<file path="config.mk">
export PLATFORM = sky130hd
export DESIGN_NAME = maze_wall_union_find_flat
export DESIGN_NICKNAME = d
export VERILOG_FILES = /design/src/hw/rtl/mwuf_pkg.sv /design/src/hw/rtl/mwuf_if.sv /design/src/hw/rtl/mwuf_seq.sv /design/src/hw/rtl/mwuf_dp.sv /design/src/hw/rtl/maze_wall_union_find.sv /design/src/flat_wrapper.sv
export SDC_FILE = /design/constraint.sdc
export NUM_CORES = 2
export LEC_CHECK = 0
export BUFFER_PORTS_ARGS = -buffer_cell sky130_fd_sc_hd__buf_2
export CORE_AREA = 5 5 351 249
export DETAILED_ROUTE_END_ITERATION = 12
export DIE_AREA = 0 0 356 254
export PLACE_DENSITY = 0.73
export SYNTH_ARGS = -nofsm -noshare
export SYNTH_HDL_FRONTEND = slang
export SYNTH_SLANG_ARGS = --single-unit
</file>
<file path="constraint.sdc">
create_clock -name clk -period 8.9 [get_ports clk]
set_input_delay 0.89 -clock clk [delete_from_list [all_inputs] [get_ports clk]]
set_output_delay 0.89 -clock clk [all_outputs]
set_load 0.05 [all_outputs]
</file>
<file path="src/hw/rtl/mwuf_pkg.sv">
// Shared constants and types for the maze wall union-find block.
// Depends on nothing; every other file imports it.
package mwuf_pkg;

  localparam int GRID_SIZE     = 21;
  localparam int CELLS_PER_ROW = (GRID_SIZE + 1) / 2;
  localparam int CELL_COUNT    = CELLS_PER_ROW * CELLS_PER_ROW;
  localparam int CELL_W        = $clog2(CELL_COUNT);
  localparam int CNT_W         = $clog2(CELL_COUNT + 1);
  localparam int COORD_W       = 5;
  localparam int UPC_W         = 3;

  typedef logic [CELL_W-1:0]  cell_t;
  typedef logic [COORD_W-1:0] coord_t;
  typedef logic [CNT_W-1:0]   cnt_t;

  // microprogram addresses
  typedef enum logic [UPC_W-1:0] {
    ST_IDLE   = 3'd0,
    ST_A_RD   = 3'd1,
    ST_A_TEST = 3'd2,
    ST_A_HALF = 3'd3,
    ST_B_RD   = 3'd4,
    ST_B_TEST = 3'd5,
    ST_B_HALF = 3'd6,
    ST_FIN    = 3'd7
  } step_t;

  typedef enum logic [2:0] {
    C_NEXT     = 3'd0,
    C_NO_IN    = 3'd1,
    C_NOT_WALL = 3'd2,
    C_ROOT     = 3'd3,
    C_ALWAYS   = 3'd4,
    C_OUT_BUSY = 3'd5
  } cond_t;

  typedef enum logic [1:0] {
    RD_NONE  = 2'd0,
    RD_X     = 2'd1,
    RD_EFF   = 2'd2,
    RD_CELL2 = 2'd3
  } rd_t;

  typedef struct packed {
    logic  accept;
    rd_t   rd;
    logic  halve;
    logic  save_a;
    logic  finish;
    cond_t cond;
    step_t target;
  } ctrl_t;

  typedef struct packed {
    logic in_valid;
    logic wall;
    logic root_hit;
    logic out_busy;
  } stat_t;

endpackage

</file>
<file path="src/hw/rtl/mwuf_if.sv">
// Channel interfaces: candidate wall words in, carve result words out.
// Depends on mwuf_pkg.
interface mwuf_in_if import mwuf_pkg::*; ();
  logic   valid;
  logic   ready;
  logic   restart;
  coord_t wall_row;
  coord_t wall_col;

  modport source (output valid, restart, wall_row, wall_col, input ready);
  modport sink   (input valid, restart, wall_row, wall_col, output ready);
endinterface

interface mwuf_out_if import mwuf_pkg::*; ();
  logic   valid;
  logic   ready;
  logic   carved;
  coord_t carved_row;
  coord_t carved_col;
  coord_t first_cell_row;
  coord_t first_cell_col;
  coord_t second_cell_row;
  coord_t second_cell_col;
  logic   maze_done;

  modport source (output valid, carved, carved_row, carved_col, first_cell_row,
                  first_cell_col, second_cell_row, second_cell_col, maze_done,
                  input ready);
  modport sink   (input valid, carved, carved_row, carved_col, first_cell_row,
                  first_cell_col, second_cell_row, second_cell_col, maze_done,
                  output ready);
endinterface

</file>
<file path="src/hw/rtl/mwuf_seq.sv">
// Microcode sequencer: step counter, control ROM and conditional jumps.
// Depends on mwuf_pkg; drives mwuf_dp through ctrl_t.
module mwuf_seq import mwuf_pkg::*; (
  input  logic  clk,
  input  logic  rst_n,
  input  stat_t st,
  output ctrl_t cw
);

  step_t upc_r, upc_nxt;
  logic  take;

  function automatic ctrl_t ucode(step_t s);
    ctrl_t w;
    w = '{accept: 1'b0, rd: RD_NONE, halve: 1'b0, save_a: 1'b0, finish: 1'b0,
          cond: C_NEXT, target: ST_IDLE};
    case (s)
      ST_IDLE: begin
        w.accept = 1'b1; w.cond = C_NO_IN; w.target = ST_IDLE;
      end
      ST_A_RD: begin
        w.rd = RD_X; w.cond = C_NOT_WALL; w.target = ST_FIN;
      end
      ST_A_TEST: begin
        w.rd = RD_EFF; w.cond = C_ROOT; w.target = ST_B_RD;
      end
      ST_A_HALF: begin
        w.halve = 1'b1; w.rd = RD_EFF; w.cond = C_ALWAYS; w.target = ST_A_TEST;
      end
      ST_B_RD: begin
        w.save_a = 1'b1; w.rd = RD_CELL2;
      end
      ST_B_TEST: begin
        w.rd = RD_EFF; w.cond = C_ROOT; w.target = ST_FIN;
      end
      ST_B_HALF: begin
        w.halve = 1'b1; w.rd = RD_EFF; w.cond = C_ALWAYS; w.target = ST_B_TEST;
      end
      ST_FIN: begin
        // falls through to ST_IDLE by wraparound
        w.finish = 1'b1; w.cond = C_OUT_BUSY; w.target = ST_FIN;
      end
      default: begin
        w.cond = C_ALWAYS; w.target = ST_IDLE;
      end
    endcase
    return w;
  endfunction

  assign cw = ucode(upc_r);

  always_comb begin
    case (cw.cond)
      C_NEXT:     take = 1'b0;
      C_NO_IN:    take = !st.in_valid;
      C_NOT_WALL: take = !st.wall;
      C_ROOT:     take = st.root_hit;
      C_ALWAYS:   take = 1'b1;
      C_OUT_BUSY: take = st.out_busy;
      default:    take = 1'b1;
    endcase
    upc_nxt = take ? cw.target : step_t'(upc_r + UPC_W'(1));
  end

  always_ff @(posedge clk) begin
    if (!rst_n) begin
      upc_r <= ST_IDLE;
    end else begin
      upc_r <= upc_nxt;
    end
  end

endmodule

</file>
<file path="src/hw/rtl/mwuf_dp.sv">
// Datapath: wall decode, parent memory with valid bits, root registers,
// set counter and result register. Depends on mwuf_pkg and mwuf_if.
module mwuf_dp import mwuf_pkg::*; (
  input  logic       clk,
  input  logic       rst_n,
  input  ctrl_t      cw,
  output stat_t      st,
  mwuf_in_if.sink    in_ch,
  mwuf_out_if.source out_ch
);

  function automatic cell_t cell_idx(coord_t r, coord_t c);
    return CELL_W'(int'(r[COORD_W-1:1]) * CELLS_PER_ROW + int'(c[COORD_W-1:1]));
  endfunction

  // decode of the incoming word
  coord_t r, c, r1, c1, r2, c2;
  logic   in_grid, vwall, hwall, is_wall, accept;

  assign r      = in_ch.wall_row;
  assign c      = in_ch.wall_col;
  assign accept = cw.accept && in_ch.valid;
  assign in_ch.ready = cw.accept;

  always_comb begin
    in_grid = (int'(r) < GRID_SIZE) && (int'(c) < GRID_SIZE);
    vwall   = in_grid && r[0] && !c[0] && (int'(r) + 1 < GRID_SIZE);
    hwall   = in_grid && !r[0] && c[0] && (int'(c) + 1 < GRID_SIZE);
    is_wall = vwall || hwall;
    r1 = vwall ? r - COORD_W'(1) : r;
    r2 = vwall ? r + COORD_W'(1) : r;
    c1 = hwall ? c - COORD_W'(1) : c;
    c2 = hwall ? c + COORD_W'(1) : c;
  end

  logic   wall_r;
  coord_t row_r, col_r, r1_r, c1_r, r2_r, c2_r;
  cell_t  x_r, root_a_r, cell2_r;

  // parent memory; an entry without its valid bit is its own root
  cell_t                 mem [CELL_COUNT];
  logic [CELL_COUNT-1:0] vld_r;
  cell_t                 rdat_r, rva_r, rd_addr, wr_addr, wr_data, eff;
  logic                  rvl_r, rd_en, wr_en;

  logic carve, fin_fire, out_busy, out_valid_r;
  cnt_t cnt_r, cnt_nxt;

  assign eff      = rvl_r ? rdat_r : rva_r;
  assign carve    = wall_r && (root_a_r != x_r);
  assign out_busy = out_valid_r && !out_ch.ready;
  assign fin_fire = cw.finish && !out_busy;

  assign st = '{in_valid: in_ch.valid, wall: wall_r, root_hit: (eff == x_r),
                out_busy: out_busy};

  always_comb begin
    case (cw.rd)
      RD_X:     rd_addr = x_r;
      RD_EFF:   rd_addr = eff;
      RD_CELL2: rd_addr = cell2_r;
      default:  rd_addr = x_r;
    endcase
    rd_en = (cw.rd != RD_NONE);
    if (cw.halve) begin
      wr_en   = 1'b1;
      wr_addr = x_r;
      wr_data = eff;
    end else begin
      // union: larger root goes below the smaller one
      wr_en   = fin_fire && carve;
      wr_addr = (root_a_r > x_r) ? root_a_r : x_r;
      wr_data = (root_a_r > x_r) ? x_r : root_a_r;
    end
  end

  always_ff @(posedge clk) begin
    if (rd_en) begin
      rdat_r <= mem[rd_addr];
      rvl_r  <= vld_r[rd_addr];
      rva_r  <= rd_addr;
    end
    if (wr_en) begin
      mem[wr_addr] <= wr_data;
    end
  end

  always_ff @(posedge clk) begin
    if (!rst_n) begin
      vld_r <= '0;
    end else if (accept && in_ch.restart) begin
      vld_r <= '0;
    end else if (wr_en) begin
      vld_r[wr_addr] <= 1'b1;
    end
  end

  // item registers
  always_ff @(posedge clk) begin
    if (accept) begin
      wall_r  <= is_wall;
      row_r   <= r;
      col_r   <= c;
      r1_r    <= r1;
      c1_r    <= c1;
      r2_r    <= r2;
      c2_r    <= c2;
      x_r     <= is_wall ? cell_idx(r1, c1) : '0;
      cell2_r <= is_wall ? cell_idx(r2, c2) : '0;
    end else if (cw.halve) begin
      x_r <= eff;
    end else if (cw.save_a) begin
      root_a_r <= x_r;
      x_r      <= cell2_r;
    end
  end

  always_comb begin
    cnt_nxt = cnt_r;
    if (accept && in_ch.restart) begin
      cnt_nxt = CNT_W'(CELL_COUNT);
    end else if (fin_fire && carve && (cnt_r != '0)) begin
      cnt_nxt = cnt_r - CNT_W'(1);
    end
  end

  always_ff @(posedge clk) begin
    if (!rst_n) begin
      cnt_r       <= CNT_W'(CELL_COUNT);
      out_valid_r <= 1'b0;
    end else begin
      cnt_r <= cnt_nxt;
      if (fin_fire) begin
        out_valid_r <= 1'b1;
      end else if (out_ch.ready) begin
        out_valid_r <= 1'b0;
      end
    end
  end

  always_ff @(posedge clk) begin
    if (fin_fire) begin
      out_ch.carved          <= carve;
      out_ch.carved_row      <= carve ? row_r : '0;
      out_ch.carved_col      <= carve ? col_r : '0;
      out_ch.first_cell_row  <= carve ? r1_r : '0;
      out_ch.first_cell_col  <= carve ? c1_r : '0;
      out_ch.second_cell_row <= carve ? r2_r : '0;
      out_ch.second_cell_col <= carve ? c2_r : '0;
      out_ch.maze_done       <= (cnt_nxt == CNT_W'(1));
    end
  end

  assign out_ch.valid = out_valid_r;

endmodule

</file>
<file path="src/hw/rtl/maze_wall_union_find.sv">
// Top level of the maze wall union-find block: sequencer plus datapath.
// Depends on mwuf_pkg, mwuf_if, mwuf_seq and mwuf_dp.
//
//   channel  dir  handshake    word
//   in_ch    in   valid/ready  restart, wall_row, wall_col
//   out_ch   out  valid/ready  carved, six coordinates, maze_done
//
// One wall at a time: a non-wall position goes straight to the finish
// step; a wall walks to the root of each of its two cells with path halving;
// a hop costs two registered parent reads. The result sits in an output
// register, so a stalled out_ch holds the next wall only at its last step.
// Synchronous active-low reset; parent entries use valid bits, so reset and
// restart take effect at once with no clearing sweep.
module maze_wall_union_find import mwuf_pkg::*; (
  input  logic       clk,
  input  logic       rst_n,
  mwuf_in_if.sink    in_ch,
  mwuf_out_if.source out_ch
);

  ctrl_t cw;
  stat_t st;

  mwuf_seq u_seq (
    .clk   (clk),
    .rst_n (rst_n),
    .st    (st),
    .cw    (cw)
  );

  mwuf_dp u_dp (
    .clk    (clk),
    .rst_n  (rst_n),
    .cw     (cw),
    .st     (st),
    .in_ch  (in_ch),
    .out_ch (out_ch)
  );

endmodule

</file>
<file path="src/flat_wrapper.sv">
// flat-port wrapper written by rule: the top's interface ports become plain ports
module maze_wall_union_find_flat import mwuf_pkg::*;
  (clk, rst_n, in_ch_valid, in_ch_restart, in_ch_wall_row, in_ch_wall_col, in_ch_ready, out_ch_valid, out_ch_carved, out_ch_carved_row, out_ch_carved_col, out_ch_first_cell_row, out_ch_first_cell_col, out_ch_second_cell_row, out_ch_second_cell_col, out_ch_maze_done, out_ch_ready);
  mwuf_in_if in_ch_i ();
  mwuf_out_if out_ch_i ();
  input  logic clk;
  input  logic rst_n;
  input wire logic [$bits(in_ch_i.valid)-1:0] in_ch_valid;
  input wire logic [$bits(in_ch_i.restart)-1:0] in_ch_restart;
  input wire logic [$bits(in_ch_i.wall_row)-1:0] in_ch_wall_row;
  input wire logic [$bits(in_ch_i.wall_col)-1:0] in_ch_wall_col;
  output wire logic [$bits(in_ch_i.ready)-1:0] in_ch_ready;
  output wire logic [$bits(out_ch_i.valid)-1:0] out_ch_valid;
  output wire logic [$bits(out_ch_i.carved)-1:0] out_ch_carved;
  output wire logic [$bits(out_ch_i.carved_row)-1:0] out_ch_carved_row;
  output wire logic [$bits(out_ch_i.carved_col)-1:0] out_ch_carved_col;
  output wire logic [$bits(out_ch_i.first_cell_row)-1:0] out_ch_first_cell_row;
  output wire logic [$bits(out_ch_i.first_cell_col)-1:0] out_ch_first_cell_col;
  output wire logic [$bits(out_ch_i.second_cell_row)-1:0] out_ch_second_cell_row;
  output wire logic [$bits(out_ch_i.second_cell_col)-1:0] out_ch_second_cell_col;
  output wire logic [$bits(out_ch_i.maze_done)-1:0] out_ch_maze_done;
  input wire logic [$bits(out_ch_i.ready)-1:0] out_ch_ready;
  assign in_ch_i.valid = in_ch_valid;
  assign in_ch_i.restart = in_ch_restart;
  assign in_ch_i.wall_row = in_ch_wall_row;
  assign in_ch_i.wall_col = in_ch_wall_col;
  assign in_ch_ready = in_ch_i.ready;
  assign out_ch_valid = out_ch_i.valid;
  assign out_ch_carved = out_ch_i.carved;
  assign out_ch_carved_row = out_ch_i.carved_row;
  assign out_ch_carved_col = out_ch_i.carved_col;
  assign out_ch_first_cell_row = out_ch_i.first_cell_row;
  assign out_ch_first_cell_col = out_ch_i.first_cell_col;
  assign out_ch_second_cell_row = out_ch_i.second_cell_row;
  assign out_ch_second_cell_col = out_ch_i.second_cell_col;
  assign out_ch_maze_done = out_ch_i.maze_done;
  assign out_ch_i.ready = out_ch_ready;
  maze_wall_union_find u_core (.clk(clk), .rst_n(rst_n), .in_ch(in_ch_i), .out_ch(out_ch_i));
endmodule
</file>
==> impl_metrics.csv <==
group,metric,value,unit
outcome,status,"finished clean",
synth,synth_edf_count,942,
cts,root_buffer,"clkbuf_16",
cts,cts_tree,"built",
critical_path,critPathRequiredTime,9290,ps
placed_design,dp_hpwl,77300,um
route,vias,31100,
timing,setup_viol,0,
route,wl,128000,um
job,cap_violations,0,
synth,post-synth-top-count-cell,"edfxtp_1",
route,drcViolationCount,0,
cts,cts_setup_buffers,0,
critical_path,worstSetupStartpoint,"u_core.u_seq.upc_r[2]$_SDFF_PN0_",
final_layout,drive_above_1_share,0.0803,
cts,cts.sinks,1074,
synth,yosysUniqueCellTypes,86,
synth,synthArstFlopShare,0,
critical_path,crit_buf_inv,4,
critical_path,crit_path_end_kind,"register",
synth,synthFlopType,"edfxtp_1",
timing,tightest_slew,1370,ps
floorplan,core_area,83700,um^2
timing,grt_setup_unrepaired,"false",
critical_path,path_depth,14,
global_routing,grt_pass1_wl,190000,um
timing,final.min_clock_period,5700,ps
floorplan,fp.dieH,254,um
floorplan,dieArea,90400,um^2
placed_design,gp_congestion,0.887,
critical_path,worstReg2RegEnd,"u_core.u_dp.rdat_r[2]$_DFFE_PP_",
final_layout,diodes,0,
critical_path,path_cells,"inv_1 > ha_1 > or2_4 > or3_4 > o211ai_4 > buf_12 > inv_8 > buf_4 > a21oi_1 > a22oi_1 > o21ai_0 > a21oi_1 > a2111oi_1 > o32ai_1",
timing,finalHoldViolations,0,
final_layout,syn_to_final_growth,9.49,%
critical_path,r2r_start,"u_core.u_seq.upc_r[2]$_SDFF_PN0_",
critical_path,r2r_slack,3200,ps
synth,synth_common_cells,"edfxtp_1, nand2_1, nand3_1",
timing,max_slew_margin,0.0843,
floorplan,io_pins,49,
global_routing,grt_pass1_vias,28700,
critical_path,critPathMaxFanout,109,
critical_path,reg2reg_depth,14,
critical_path,crit_top_cell,"a21oi_1",
synth,synth_sequential_area_ratio,0.678,
synth,syn_area_per_cell,12.4,um^2
min_path,hold_path_class,"primary input to register",
cts,path_clk_slew,60,ps
global_routing,grt_start_max_net_pins,122,
route,first_iter_violations,5301,
critical_path,startpoint_type,"register",
synth,synth_area_leaders,"edfxtp_1, nand2_1, dfxtp_1",
synth,ys_warn_count,0,
timing,fin_setup_tns,0,ps
synth,synth.net_count,3753,
global_routing,grt_usage,0.280,
timing,max_freq,175,MHz
global_routing,grt-ovfl-total,0,
placed_design,io_buffers,48,
global_routing,grt_antenna_before_repair,6,
timing,fin_skew,22.4,ps
final_layout,fin_nets,3716,
route,dr.pass1.iters,6,
synth,synth_top_cell_area_share,0.620,
cts,insertion_delay,700,ps
floorplan,start_util,0.545,
route,detail-route-antenna-nets,0,
critical_path,cpPeakStageDelay,1200,ps
cts,clk_path_buf_depth,3,
critical_path,critPathTopFamily,"compound AO/OA/AOI/OAI gates",
cts,cts_buffers,96,
cts,cts.htree.levels,3,
synth,syn-instance-count,3683,
floorplan,rows,89,
timing,min_period_over_period,0.640,
floorplan,fp.dieW,356,um
route,vias_per_cell,6.40,
cts,hold_buffers,0,
timing,finalMaxSlewViolations,0,
cts,postCtsResizedCells,0,
synth,synth_area,45600,um^2
synth,yosys.area.top_type,"edfxtp_1",
synth,ys_ff_latch,1074,
critical_path,critPathKind,"register to register",
critical_path,cpMaxStageDelayCell,"a2111oi_1",
route,post_drt_wl_per_cell,26.4,um
critical_path,crit_end,"u_core.u_dp.rdat_r[2]$_DFFE_PP_",
critical_path,cp.arrival,6090,ps
## logic make-up (layout without fill, tap and decap cells)
logic type	count (synthesis)	after routing	share of synthesized area
DFF	1074	1074	0.678
buffers and inverters	297	338	0.0316
adders and majority gates	55	55	0.0161
xor gates and xnor gates	35	35	0.00672
and+or+nand+nor	1418	1418	0.134
AOI/OAI and AO/OA	621	621	0.0927
muxes	183	183	0.0409
## how the worst min path moves through the flow
stage                                        start                                   to  cells after the start
2_1_floorplan  u_core.u_dp.vld_r[120]$_SDFFE_PP0N_  u_core.u_dp.vld_r[120]$_SDFFE_PP0N_                      2
3_3_place_gp    u_core.u_dp.vld_r[14]$_SDFFE_PP0N_   u_core.u_dp.vld_r[14]$_SDFFE_PP0N_                      2
3_5_place_dp    u_core.u_dp.vld_r[13]$_SDFFE_PP0N_   u_core.u_dp.vld_r[13]$_SDFFE_PP0N_                      2
4_1_cts                          in_ch_wall_col[0]       u_core.u_dp.col_r[0]$_DFFE_PP_                      1
5_1_grt                          in_ch_wall_col[0]       u_core.u_dp.col_r[0]$_DFFE_PP_                      1
6_report                         in_ch_wall_col[0]       u_core.u_dp.col_r[0]$_DFFE_PP_                      1
## through the flow
| step | util | cell area, um^2 | std cells | hold slack [ps] | setup slack, ps |
|---|---|---|---|---|---|
| floorplan | - | 45600 | 3683 | 419 | 522 |
| detailed placement | 0.558 | 46700 | 4685 | 441 | 3450 |
| global route | 0.596 | 49900 | 4861 | 416 | 2910 |
| global placement | 0.558 | 46700 | 4685 | 433 | 3590 |
| CTS | 0.596 | 49900 | 4861 | 394 | 3440 |
| finish | 0.596 | 49900 | 4861 | 437 | 3200 |
## area by class of cell
type                       count  area [um^2]
clock inverter                62          669
inverter                      57          239
sequential                  1074        30900
tap                         1137         1420
clock buffer                 114         2560
fill                        6572        33800
multi-input combinational   2312        13400
timing repair buffer         105          731
## layer usage
metal | wire length (um) | part of all wire | track usage | up-vias
met1 | 52200 | 0.41 | 0.423 | 15100
met5 | 24 | 0.00019 | 0 | -
li1 | - | - | - | 13500
met3 | 18900 | 0.15 | 0.0892 | 289
met2 | 53000 | 0.41 | 0.388 | 2121
met4 | 4210 | 0.033 | 0.0896 | 4
## cells in the final DEF (no fill, tap or decap), types with 9 or more instances in the layout
master,count
edfxtp_1,942
nand2_1,806
nand3_1,259
nor2_1,183
mux2i_1,172
o21ai_0,138
dfxtp_1,132
a21oi_1,130
clkbuf_16,99
and3_1,62
inv_1,53
buf_4,52
ha_1,49
buf_2,48
a22o_1,44
a22oi_1,39
a31oi_1,30
o211ai_1,27
a32oi_1,27
nand4_1,27
xnor2_1,26
a211oi_1,23
a311oi_1,18
clkinv_2,17
clkinv_1,17
o21ai_1,16
nor4_1,16
bufinv_16,12
clkbuf_1,12
a221oi_1,11
o22ai_1,11
nor3_1,10
and2_1,9
or3_1,9
xor2_1,9
a21o_1,9
## flip-flops by register name, summed over array words and instances, names as in the netlist, 2 cells and up, named ones only
register and count:
u_core.u_dp.col_r 5, u_core.u_dp.out_ch.first_cell_row 5, u_core.u_dp.vld_r 121, u_core.u_dp.cell2_r 7, u_core.u_dp.r1_r 5, u_core.u_dp.rdat_r 7
u_core.u_dp.c2_r 4, u_core.u_dp.out_ch.second_cell_col 4, u_core.u_dp.out_ch.carved_col 5, u_core.u_dp.c1_r 5, u_core.u_dp.mem 847, u_core.u_dp.rva_r 7
u_core.u_dp.cnt_r 7, u_core.u_dp.r2_r 4, u_core.u_dp.x_r 7, u_core.u_dp.out_ch.carved_row 5, u_core.u_dp.out_ch.first_cell_col 5, u_core.u_dp.row_r 5
u_core.u_dp.out_ch.second_cell_row 4, u_core.u_dp.root_a_r 7, u_core.u_seq.upc_r 2
## worst register-to-register path, delay by kind of cell (launching register included)
kind                       cells  cell delay [ps]
buffers and inverters          4             1630
and+or+nand+nor                2              680
adders and majority gates      1              290
AOI/OAI and AO/OA              7             2120
DFF                            1              690
Power is left out: the tool's default activity adds up to more than one toggle a clock period on the data nets, which glitch-free logic cannot reach.
